### src/rtl/lsps_pkg.sv
// Shared types and constants for the line-sensor PD steering unit.
// Used by lsps_cfg, lsps_div and line_sensor_pd_steering_unit; depends on nothing.
package lsps_pkg;

    // Scan geometry
    localparam int SENSOR_COUNT_DEF = 8;
    localparam int SENSOR_IN_W      = 8;
    localparam int MAX_LINES        = 4;
    localparam int LINE_W           = 2;
    localparam int LINE_CNT_W       = 3;
    localparam int POS_W            = 8;

    // Arithmetic constants
    localparam int CENTRE      = 35;
    localparam int POS_SCALE   = 10;
    localparam int GAIN_DIV    = 1000;
    localparam int SPEED_SCHED = 40;
    localparam int KP_LOW      = 2;
    localparam int KD_LOW      = 4;
    localparam int GAIN_W      = 9;
    localparam int SLOW_W      = 9;
    localparam int OFS_W       = 7;
    localparam int DRIVE_W     = 16;

    // Shared divider: dividend and divisor widths
    localparam int DIV_W = 18;
    localparam int DVS_W = 10;

    // Constant divisions by reciprocal multiply: q = (x * RCP) >> SH, exact over the
    // operand ranges used (gain products below 2^18, slow-down products below 2^14).
    localparam int               RCP_GAIN_W    = 19;
    localparam logic [18:0]      RCP_GAIN      = 19'd268436;   // ceil(2^28 / 1000)
    localparam int               RCP_GAIN_SH   = 28;
    localparam int               RCP_CENTRE_W  = 15;
    localparam logic [14:0]      RCP_CENTRE    = 15'd29960;    // ceil(2^20 / 35)
    localparam int               RCP_CENTRE_SH = 20;

    // Line choice modes
    localparam logic [1:0] MODE_NEAREST  = 2'd0;
    localparam logic [1:0] MODE_SELECT   = 2'd1;
    localparam logic [1:0] MODE_LEFTMOST = 2'd2;

    // Configuration register map
    localparam int CFG_IDX_W  = 3;
    localparam int CFG_DATA_W = 16;
    localparam logic [CFG_IDX_W-1:0] REG_OFFSET_MODE  = 3'd0;
    localparam logic [CFG_IDX_W-1:0] REG_LINE_SELECT  = 3'd1;
    localparam logic [CFG_IDX_W-1:0] REG_WIDTH_LIMIT  = 3'd2;
    localparam logic [CFG_IDX_W-1:0] REG_BASE_SPEED   = 3'd3;
    localparam logic [CFG_IDX_W-1:0] REG_SPEED_P_GAIN = 3'd4;
    localparam logic [CFG_IDX_W-1:0] REG_SPEED_D_GAIN = 3'd5;
    localparam logic [CFG_IDX_W-1:0] REG_D_PERIOD     = 3'd6;

    typedef struct packed {
        logic [1:0]  offset_mode;
        logic [1:0]  line_select;
        logic [3:0]  width_limit;
        logic [7:0]  base_speed;
        logic [9:0]  speed_p_gain;
        logic [9:0]  speed_d_gain;
        logic [15:0] d_update_period;
    } t_cfg;

    typedef struct packed {
        logic             start;
        logic [DIV_W-1:0] dividend;
        logic [DVS_W-1:0] divisor;
    } t_div_req;

    typedef struct packed {
        logic             done;
        logic [DIV_W-1:0] quotient;
    } t_div_rsp;

endpackage

### src/rtl/lsps_cfg.sv
// Configuration register file of the steering unit.
// Depends on lsps_pkg for the register map and the t_cfg struct.
module lsps_cfg (
    input  logic                           i_clk,
    input  logic                           i_rst_n,
    input  logic                           i_valid,
    input  logic [lsps_pkg::CFG_IDX_W-1:0]  i_index,
    input  logic [lsps_pkg::CFG_DATA_W-1:0] i_data,
    output lsps_pkg::t_cfg                 o_cfg
);
    import lsps_pkg::*;

    t_cfg r_cfg;

    always_ff @(posedge i_clk) begin
        if (!i_rst_n) begin
            r_cfg.offset_mode     <= MODE_LEFTMOST;
            r_cfg.line_select     <= 2'd0;
            r_cfg.width_limit     <= 4'd2;
            r_cfg.base_speed      <= 8'd70;
            r_cfg.speed_p_gain    <= 10'd40;
            r_cfg.speed_d_gain    <= 10'd80;
            r_cfg.d_update_period <= 16'd500;
        end else if (i_valid) begin
            case (i_index)
                REG_OFFSET_MODE:  r_cfg.offset_mode     <= i_data[1:0];
                REG_LINE_SELECT:  r_cfg.line_select     <= i_data[1:0];
                REG_WIDTH_LIMIT:  r_cfg.width_limit     <= i_data[3:0];
                REG_BASE_SPEED:   r_cfg.base_speed      <= i_data[7:0];
                REG_SPEED_P_GAIN: r_cfg.speed_p_gain    <= i_data[9:0];
                REG_SPEED_D_GAIN: r_cfg.speed_d_gain    <= i_data[9:0];
                REG_D_PERIOD:     r_cfg.d_update_period <= i_data[15:0];
                default: begin
                end
            endcase
        end
    end

    assign o_cfg = r_cfg;

endmodule

### src/rtl/lsps_div.sv
// Shared restoring divider, one quotient bit per cycle.
// Depends on lsps_pkg for widths and the request/response structs.
module lsps_div (
    input  logic               i_clk,
    input  logic               i_rst_n,
    input  lsps_pkg::t_div_req i_req,
    output lsps_pkg::t_div_rsp o_rsp
);
    import lsps_pkg::*;

    localparam int CNT_W = $clog2(DIV_W);

    logic             r_busy;
    logic             r_done;
    logic [CNT_W-1:0] r_cnt;
    logic [DVS_W-1:0] r_rem;
    logic [DVS_W-1:0] r_dvs;
    logic [DIV_W-1:0] r_quo;

    logic [DVS_W:0]   n_trial;
    logic [DVS_W-1:0] n_rem;
    logic             n_bit;

    always_comb begin
        n_trial = {r_rem, r_quo[DIV_W-1]};
        if (n_trial >= {1'b0, r_dvs}) begin
            n_rem = DVS_W'(n_trial - {1'b0, r_dvs});
            n_bit = 1'b1;
        end else begin
            n_rem = n_trial[DVS_W-1:0];
            n_bit = 1'b0;
        end
    end

    always_ff @(posedge i_clk) begin
        if (!i_rst_n) begin
            r_busy <= 1'b0;
            r_done <= 1'b0;
            r_cnt  <= '0;
        end else begin
            r_done <= 1'b0;
            if (i_req.start) begin
                r_rem  <= '0;
                r_quo  <= i_req.dividend;
                r_dvs  <= i_req.divisor;
                r_cnt  <= '0;
                r_busy <= 1'b1;
            end else if (r_busy) begin
                r_rem <= n_rem;
                r_quo <= {r_quo[DIV_W-2:0], n_bit};
                r_cnt <= r_cnt + 1'b1;
                if (r_cnt == CNT_W'(DIV_W - 1)) begin
                    r_busy <= 1'b0;
                    r_done <= 1'b1;
                end
            end
        end
    end

    assign o_rsp.done     = r_done;
    assign o_rsp.quotient = r_quo;

endmodule

### src/rtl/line_sensor_pd_steering_unit.sv
// Line-sensor PD steering unit: run scan, line choice and speed-scheduled PD drive.
// The scan visits each sensor in turn and then one step past the last, and each line's
// position is then computed on the shared 18-bit divider, one bit per cycle.
// Throughput: one request at a time, taken the cycle after the result enters the output
// register. Reset (synchronous, active low) restores defaults and clears PD state.
module line_sensor_pd_steering_unit #(
    parameter int SENSOR_COUNT = lsps_pkg::SENSOR_COUNT_DEF
) (
    input  logic                            i_clk,
    input  logic                            i_rst_n,
    // sensor_bits[7:0]
    input  logic                            s_axis_tvalid,
    output logic                            s_axis_tready,
    input  logic [7:0]                      s_axis_tdata,
    // left_drive[15:0], right_drive[31:16], line_offset[38:32], lines_seen[41:39]
    output logic                            m_axis_tvalid,
    input  logic                            m_axis_tready,
    output logic [47:0]                     m_axis_tdata,
    input  logic                            i_cfg_valid,
    output logic                            o_cfg_ready,
    input  logic [lsps_pkg::CFG_IDX_W-1:0]  i_cfg_index,
    input  logic [lsps_pkg::CFG_DATA_W-1:0] i_cfg_data
);
    import lsps_pkg::*;

    localparam int IDX_W = $clog2(SENSOR_COUNT + 1);
    localparam int LEN_W = $clog2(SENSOR_COUNT + 1);
    localparam int SUM_W = $clog2(SENSOR_COUNT * (SENSOR_COUNT - 1) / 2 + 1);

    typedef enum logic [3:0] {
        S_IDLE, S_SCAN, S_POS_GO, S_POS_WAIT, S_KP_GO, S_KP_WAIT, S_KD_GO, S_KD_WAIT,
        S_SELECT, S_DERIV, S_SLOW_GO, S_SLOW_WAIT, S_PD, S_OUT
    } t_state;

    t_cfg     cfg;
    t_div_req n_div_req;
    t_div_rsp div_rsp;

    lsps_cfg u_cfg (
        .i_clk   (i_clk),
        .i_rst_n (i_rst_n),
        .i_valid (i_cfg_valid),
        .i_index (i_cfg_index),
        .i_data  (i_cfg_data),
        .o_cfg   (cfg)
    );

    lsps_div u_div (
        .i_clk   (i_clk),
        .i_rst_n (i_rst_n),
        .i_req   (n_div_req),
        .o_rsp   (div_rsp)
    );

    t_state                  r_state;
    logic [SENSOR_IN_W-1:0]  r_bits;
    logic [IDX_W-1:0]        r_idx;
    logic [LEN_W-1:0]        r_run_len;
    logic [SUM_W-1:0]        r_run_sum;
    logic [LINE_CNT_W-1:0]   r_n;
    logic [LINE_CNT_W-1:0]   r_k;
    logic [SUM_W-1:0]        r_sum [MAX_LINES];
    logic [LEN_W-1:0]        r_len [MAX_LINES];
    logic [POS_W-1:0]        r_pos [MAX_LINES];
    logic [DIV_W-1:0]        r_prod;
    logic [GAIN_W-1:0]       r_kp;
    logic [GAIN_W-1:0]       r_kd;
    logic signed [OFS_W-1:0] r_offset;
    logic signed [OFS_W-1:0] r_prev;
    logic [16:0]             r_period;
    logic signed [15:0]      r_deriv;
    logic [SLOW_W-1:0]       r_slow;
    logic signed [17:0]      r_pd;
    logic                    r_out_valid;
    logic [47:0]             r_out_data;

    logic                    n_on;
    logic                    n_slow_speed;
    logic signed [8:0]       n_rel [MAX_LINES];
    logic [8:0]              n_abs;
    logic [7:0]              n_dist;
    logic [7:0]              n_best;
    logic [LINE_W-1:0]       n_bidx;
    logic signed [8:0]       n_sel;
    logic signed [OFS_W-1:0] n_offset;
    logic signed [7:0]       n_diff;
    logic signed [17:0]      n_dprod;
    logic signed [15:0]      n_deriv;
    logic [OFS_W-1:0]        n_abs_off;
    logic signed [17:0]      n_pd;
    logic signed [19:0]      n_left_w;
    logic signed [19:0]      n_right_w;
    logic [DRIVE_W-1:0]      n_left;
    logic [DRIVE_W-1:0]      n_right;
    logic [DIV_W+RCP_GAIN_W-1:0]   n_gain_prod;
    logic [DIV_W+RCP_CENTRE_W-1:0] n_slow_prod;
    logic [GAIN_W-1:0]       n_gain_q;
    logic [SLOW_W-1:0]       n_slow_q;

    // Scan: bits shift in from the top as zeros, so sensors past the input read as dark.
    assign n_on         = r_bits[0] && (r_idx != IDX_W'(SENSOR_COUNT));
    assign n_slow_speed = (cfg.base_speed < 8'(SPEED_SCHED));

    // Divide the held product by 1000 or by the centre through a reciprocal multiply.
    assign n_gain_prod = {{RCP_GAIN_W{1'b0}}, r_prod} * {{DIV_W{1'b0}}, RCP_GAIN};
    assign n_slow_prod = {{RCP_CENTRE_W{1'b0}}, r_prod} * {{DIV_W{1'b0}}, RCP_CENTRE};
    assign n_gain_q    = n_gain_prod[RCP_GAIN_SH +: GAIN_W];
    assign n_slow_q    = n_slow_prod[RCP_CENTRE_SH +: SLOW_W];

    // Line choice
    always_comb begin
        n_best = 8'hFF;
        n_bidx = '0;
        n_abs  = '0;
        n_dist = '0;
        for (int i = 0; i < MAX_LINES; i++) begin
            n_rel[i] = $signed({1'b0, r_pos[i]}) - $signed(9'(CENTRE));
        end
        // Strict compare keeps the lowest-numbered line on a tie.
        for (int i = 0; i < MAX_LINES; i++) begin
            n_abs  = n_rel[i][8] ? 9'(-n_rel[i]) : 9'(n_rel[i]);
            n_dist = n_abs[7:0];
            if ((LINE_CNT_W'(i) < r_n) && (n_dist < n_best)) begin
                n_best = n_dist;
                n_bidx = LINE_W'(i);
            end
        end
        priority if (r_n == '0) begin
            n_sel = '0;
        end else if (cfg.offset_mode == MODE_LEFTMOST) begin
            n_sel = (int'(r_len[0]) > int'(cfg.width_limit)) ? 9'sd0 : n_rel[0];
        end else if ((cfg.offset_mode == MODE_SELECT) &&
                     ({1'b0, cfg.line_select} < r_n)) begin
            n_sel = n_rel[cfg.line_select];
        end else begin
            n_sel = n_rel[n_bidx];
        end
        if (n_sel > 9'sd63) begin
            n_offset = 7'sd63;
        end else if (n_sel < -9'sd64) begin
            n_offset = -7'sd64;
        end else begin
            n_offset = n_sel[OFS_W-1:0];
        end
    end

    // Derivative, slow-down and drives
    always_comb begin
        n_diff  = $signed({r_offset[OFS_W-1], r_offset}) - $signed({r_prev[OFS_W-1], r_prev});
        n_dprod = $signed({1'b0, r_kd}) * n_diff;
        if (n_dprod > 18'sd32767) begin
            n_deriv = 16'sh7FFF;
        end else if (n_dprod < -18'sd32768) begin
            n_deriv = -16'sh8000;
        end else begin
            n_deriv = n_dprod[15:0];
        end
        n_abs_off = r_offset[OFS_W-1] ? OFS_W'(-r_offset) : OFS_W'(r_offset);
        n_pd      = $signed({1'b0, r_kp}) * r_offset + r_deriv;
        n_left_w  = $signed({12'd0, cfg.base_speed}) - r_pd - $signed({11'd0, r_slow});
        n_right_w = $signed({12'd0, cfg.base_speed}) + r_pd - $signed({11'd0, r_slow});
        if (n_left_w > 20'sd32767) begin
            n_left = 16'h7FFF;
        end else if (n_left_w < -20'sd32768) begin
            n_left = 16'h8000;
        end else begin
            n_left = n_left_w[15:0];
        end
        if (n_right_w > 20'sd32767) begin
            n_right = 16'h7FFF;
        end else if (n_right_w < -20'sd32768) begin
            n_right = 16'h8000;
        end else begin
            n_right = n_right_w[15:0];
        end
    end

    // Divider requests
    always_comb begin
        n_div_req.start    = 1'b0;
        n_div_req.dividend = '0;
        n_div_req.divisor  = DVS_W'(1);
        unique case (r_state)
            S_POS_GO: begin
                n_div_req.start    = (r_k != r_n);
                n_div_req.dividend = DIV_W'(r_sum[r_k[LINE_W-1:0]]) * DIV_W'(POS_SCALE);
                n_div_req.divisor  = DVS_W'(r_len[r_k[LINE_W-1:0]]);
            end
            default: begin
            end
        endcase
    end

    always_ff @(posedge i_clk) begin
        if (!i_rst_n) begin
            r_state     <= S_IDLE;
            r_out_valid <= 1'b0;
            r_prev      <= '0;
            r_period    <= '0;
            r_deriv     <= '0;
            r_n         <= '0;
            r_k         <= '0;
        end else begin
            if (m_axis_tready && (r_state != S_OUT)) begin
                r_out_valid <= 1'b0;
            end
            unique case (r_state)
                S_IDLE: begin
                    if (s_axis_tvalid) begin
                        r_bits    <= s_axis_tdata;
                        r_idx     <= '0;
                        r_run_len <= '0;
                        r_run_sum <= '0;
                        r_n       <= '0;
                        r_state   <= S_SCAN;
                    end
                end
                S_SCAN: begin
                    r_bits <= r_bits >> 1;
                    r_idx  <= r_idx + 1'b1;
                    if (n_on) begin
                        r_run_len <= r_run_len + 1'b1;
                        r_run_sum <= r_run_sum + SUM_W'(r_idx);
                    end else if (r_run_len != '0) begin
                        // Keep the first four runs, drop the rest.
                        if (r_n < LINE_CNT_W'(MAX_LINES)) begin
                            r_sum[r_n[LINE_W-1:0]] <= r_run_sum;
                            r_len[r_n[LINE_W-1:0]] <= r_run_len;
                            r_n <= r_n + 1'b1;
                        end
                        r_run_len <= '0;
                        r_run_sum <= '0;
                    end
                    if (r_idx == IDX_W'(SENSOR_COUNT)) begin
                        r_k     <= '0;
                        r_state <= S_POS_GO;
                    end
                end
                S_POS_GO: begin
                    r_state <= (r_k == r_n) ? S_KP_GO : S_POS_WAIT;
                end
                S_POS_WAIT: begin
                    if (div_rsp.done) begin
                        r_pos[r_k[LINE_W-1:0]] <= div_rsp.quotient[POS_W-1:0];
                        r_k     <= r_k + 1'b1;
                        r_state <= S_POS_GO;
                    end
                end
                S_KP_GO: begin
                    r_prod  <= DIV_W'(cfg.base_speed) * DIV_W'(cfg.speed_p_gain);
                    r_state <= S_KP_WAIT;
                end
                S_KP_WAIT: begin
                    r_kp    <= n_slow_speed ? GAIN_W'(KP_LOW) : n_gain_q;
                    r_state <= S_KD_GO;
                end
                S_KD_GO: begin
                    r_prod  <= DIV_W'(cfg.base_speed) * DIV_W'(cfg.speed_d_gain);
                    r_state <= S_KD_WAIT;
                end
                S_KD_WAIT: begin
                    r_kd    <= n_slow_speed ? GAIN_W'(KD_LOW) : n_gain_q;
                    r_state <= S_SELECT;
                end
                S_SELECT: begin
                    r_offset <= n_offset;
                    r_state  <= S_DERIV;
                end
                S_DERIV: begin
                    // Refresh the derivative term once the period count has passed.
                    if (r_period > {1'b0, cfg.d_update_period}) begin
                        r_period <= '0;
                        r_deriv  <= n_deriv;
                        r_prev   <= r_offset;
                    end else begin
                        r_period <= r_period + 1'b1;
                    end
                    r_state <= S_SLOW_GO;
                end
                S_SLOW_GO: begin
                    r_prod  <= DIV_W'(n_abs_off) * DIV_W'(cfg.base_speed);
                    r_state <= S_SLOW_WAIT;
                end
                S_SLOW_WAIT: begin
                    r_slow  <= n_slow_q;
                    r_state <= S_PD;
                end
                S_PD: begin
                    r_pd    <= n_pd;
                    r_state <= S_OUT;
                end
                S_OUT: begin
                    // Hold until the output register is free.
                    if (!r_out_valid || m_axis_tready) begin
                        r_out_valid <= 1'b1;
                        r_out_data  <= {6'd0, r_n, r_offset, n_right, n_left};
                        r_state     <= S_IDLE;
                    end
                end
                default: begin
                    r_state <= S_IDLE;
                end
            endcase
        end
    end

    assign s_axis_tready = (r_state == S_IDLE);
    assign m_axis_tvalid = r_out_valid;
    assign m_axis_tdata  = r_out_data;
    assign o_cfg_ready   = 1'b1;

endmodule
### config.mk
export PLATFORM = sky130hd
export DESIGN_NAME = line_sensor_pd_steering_unit
export DESIGN_NICKNAME = d
export VERILOG_FILES = /design/src/rtl/lsps_pkg.sv /design/src/rtl/lsps_cfg.sv /design/src/rtl/lsps_div.sv /design/src/rtl/line_sensor_pd_steering_unit.sv
export SDC_FILE = /design/constraint.sdc
export NUM_CORES = 2
export LEC_CHECK = 0
export BUFFER_PORTS_ARGS = -buffer_cell sky130_fd_sc_hd__buf_2
export CORE_UTILIZATION = 40
export DETAILED_ROUTE_END_ITERATION = 10
export GPL_TIMING_DRIVEN = 0
export PLACE_DENSITY = 0.65
export SLEW_MARGIN = 25
export SYNTH_ARGS = -nofsm -noshare
export SYNTH_HDL_FRONTEND = slang
export SYNTH_SLANG_ARGS = --single-unit
### constraint.sdc
create_clock -name i_clk -period 21.6 [get_ports i_clk]
set_clock_uncertainty 0.15 [all_clocks]
set_input_delay 0 -clock i_clk [delete_from_list [all_inputs] [get_ports i_clk]]
set_output_delay 0 -clock i_clk [all_outputs]
set_load 0.01 [all_outputs]
==> run summary <==
die span in y = 302 um
GR Overflow Total = 0
part of the Yosys area used for sequential elements = 25.6%
die width = 302 um
Final Hold Fails = 0
reg2reg path depth = 34
Syn Inst Count = 3,737
Post-synth EDFFs = 233
Ys Warns = 0
Rel. slew slack = 31.8%
CP peak stage delay = 0.53 ns
Post-route DRC = 0
mapped cell area = 36,000 um2
largest cells by area after synthesis = edfxtp_1, fa_1, ha_1, dfxtp_1, inv_1
Layout area overhead = 10.3%
Final Slew Violations = 0
Pwr Density = 55.7 nW/um2
wire length per cell = 16.2 um
ratio of cells with drive above 1 in the final layout = 5.82%
Hold Crit Depth = 4
first-pass GRT wire length = 136 mm
Final period util = 42.1%
Worst Max-Slew Pin Slew = 1.01 ns
Achievable Freq = 0.110 GHz
Nets = 4,785
Synth top area share = 19.4%
most common cell after layout, fill and taps aside = inv_1
initial antenna violation count = 0
Avg Inst Size Synth = 9.64 um2
Num CTS Buffers = 39
initial core utilization = 40.6%
Synth Register Bits = 345
via count = 26.1k
Post-DP HPWL = 65.8 mm
worst hold path class = in -> reg
CP Launch Type = flop
crit-path max FO = 10
post-synth top area cell = edfxtp_1
count of input and output buffers = 75
vias in the first global route = 26.5k
GRT Util Overall = 18.5%
max_cap viols = 0
fillers = 8,450
die area = 91,300 um2
Critical Path AT = 9.38 ns
CP Class = reg -> reg
Routed WL = 82.5 mm
Via density = 5.12
initial detailed-routing violation count = 1,438
capturing element type of the critical path = flop
Clock Latency Late Sink = 0.58 ns
clk slew on worst S/H paths = 0.06 ns
Period minus WS final = 9.10 ns
setup violators final = 0
Final WS setup = 12.50 ns
Sum Neg Setup Slack = 0 ns
clk root buf = clkbuf_16
Core Region = 88,800 um2
TritonCTS Sinks = 345
peak supply drop = 0.0657 mV
IO Count = 83
worst slack, placed = 12.61 ns
antenna-violating nets left = 0
status = finished clean
Std-Cell Rows = 109
post-CTS resize count = 0
Crit path required time = 21.87 ns
Pre-antenna DRT Iters = 6
top_reg_cell synth = edfxtp_1
placer congestion estimate = 0.913
commonest cells after routing, fill and taps aside = inv_1, ha_1, nand2_1, fa_1, edfxtp_1
maximum number of pins on one net before global-route repair = 27
TritonCTS clock tree = built
share of synthesized registers carrying an async set or reset = 0%
Yosys cell types = 83
RSZ-0062 raised after global routing = false
clk buf depth = 3
Slowest-stage cell, CP = or4_4
htree depth = 2
leakage power total = 18.4 nW
==> state kept, by name, indices dropped and copies added, names as in the netlist, 17 cells and up, named ones only <==
name,count
u_cfg.o_cfg,52
m_axis_tdata,42
r_pos,32
r_sum,20
r_pd,18
r_prod,18
u_div.r_quo,18
r_period,17
==> layout make-up <==
| cell class | instances | area, um2 | share of cell area [%] |
|---|---|---|---|
| clock buffer | 53 | 1110 | 2.80 |
| clock inverter | 18 | 206 | 0.520 |
| antenna | 1 | 2.50 | 0.00630 |
| tap | 1165 | 1460 | 3.67 |
| buffer | 117 | 469 | 1.18 |
| sequential | 345 | 9240 | 23.3 |
| inverter | 573 | 2150 | 5.41 |
| timing repair buffer | 119 | 862 | 2.17 |
| multi-input combinational | 2707 | 24200 | 61.0 |
==> path summary, 6_finish.rpt <==
path | from | endpoint | slack (ns)
hold / removal | i_cfg_data[11] | u_cfg.o_cfg[11]$_SDFFE_PN0P_ | 0.07
setup / recovery | r_pos[0][0]$_DFFE_PP_ | r_offset[2]$_SDFFCE_PN1P_ | 12.50
hold reg to reg | u_cfg.o_cfg[10]$_SDFFE_PN0P_ | u_cfg.o_cfg[10]$_SDFFE_PN0P_ | 0.30
setup reg to reg | r_pos[0][0]$_DFFE_PP_ | r_offset[2]$_SDFFCE_PN1P_ | 12.50
==> where the power goes <==
group / switching, W / total (W) / internal (W)
registers: 0.0000349 / 0.000796 / 0.000761
clock network: 0.000290 / 0.000682 / 0.000392
logic: 0.000415 / 0.000737 / 0.000322
total: 0.000740 / 0.00222 / 0.00148
==> cell families (layout without fill, tap and decap cells) <==
kind of cell / Yosys count / count (layout) / synth area share, %
other: 2 / 8 / 0.0208
muxes: 50 / 50 / 2.00
adders and majority gates: 851 / 851 / 36.6
DFF: 345 / 345 / 25.6
AOI/OAI and AO/OA: 559 / 559 / 10.1
xor gates and xnor gates: 185 / 185 / 4.50
buffers and inverters: 690 / 880 / 7.27
and+or+nand+nor: 1055 / 1055 / 13.9
==> cells in the mapped netlist, types with 7 or more instances <==
cell type,n
a211oi_1,18
a21boi_0,10
a21o_1,54
a21oi_1,170
a22oi_1,9
a31oi_1,13
and2_1,174
and3_1,31
buf_1,7
buf_4,7
clkbuf_1,100
dfxtp_1,112
edfxtp_1,233
fa_1,336
ha_1,515
inv_1,573
mux2i_1,27
mux4_2,17
nand2_1,392
nand2b_1,39
nand3_1,38
nand4_1,19
nor2_1,214
nor2b_1,38
nor3_1,53
nor4_1,7
o211ai_1,17
o21a_1,29
o21ai_0,116
o21ai_1,18
o21bai_1,18
o221a_2,15
o22ai_1,7
or2_2,14
or3_1,14
xnor2_1,120
xor2_1,65
==> per-layer routing <==
layer	vias to the layer above	part of all wire (%)	global-route usage, %
met5	-	0	0
met4	0	2.2	4.50
met3	113	4.9	2.57
met2	547	47	31.7
met1	12700	46	24.7
li1	12800	-	-
==> stage by stage <==
step	total power [W]	instances	utilization, %	hold WS, ns	instance area (um2)
after CTS	0.00224	5097	44.7	0.0472	39700
final	0.00222	5098	44.8	0.0685	39700
after floorplan	0.00136	3742	-	-0.0260	36000
after global routing	0.00239	5097	44.8	0.0730	39700
after detailed placement	0.00154	4986	42.8	0.0990	38000
after global placement	0.00152	4982	42.7	0.0926	37900
==> repair_timing <==
item                      4_1_cts  5_1_grt
hold endpoints to repair      118        0
setup buffers                   0        0
hold buffers                   40        0
==> worst max-delay path: cells and delay by family (launching register included) <==
family          cells  cell delay [ns]
mux                 1             0.39
flops               1             0.42
fa+ha+maj           4             1.14
buf+inv             2             0.61
simple gates       10             2.49
compound gates     17             3.73
Note: power is estimated with default switching activity, not from simulation.
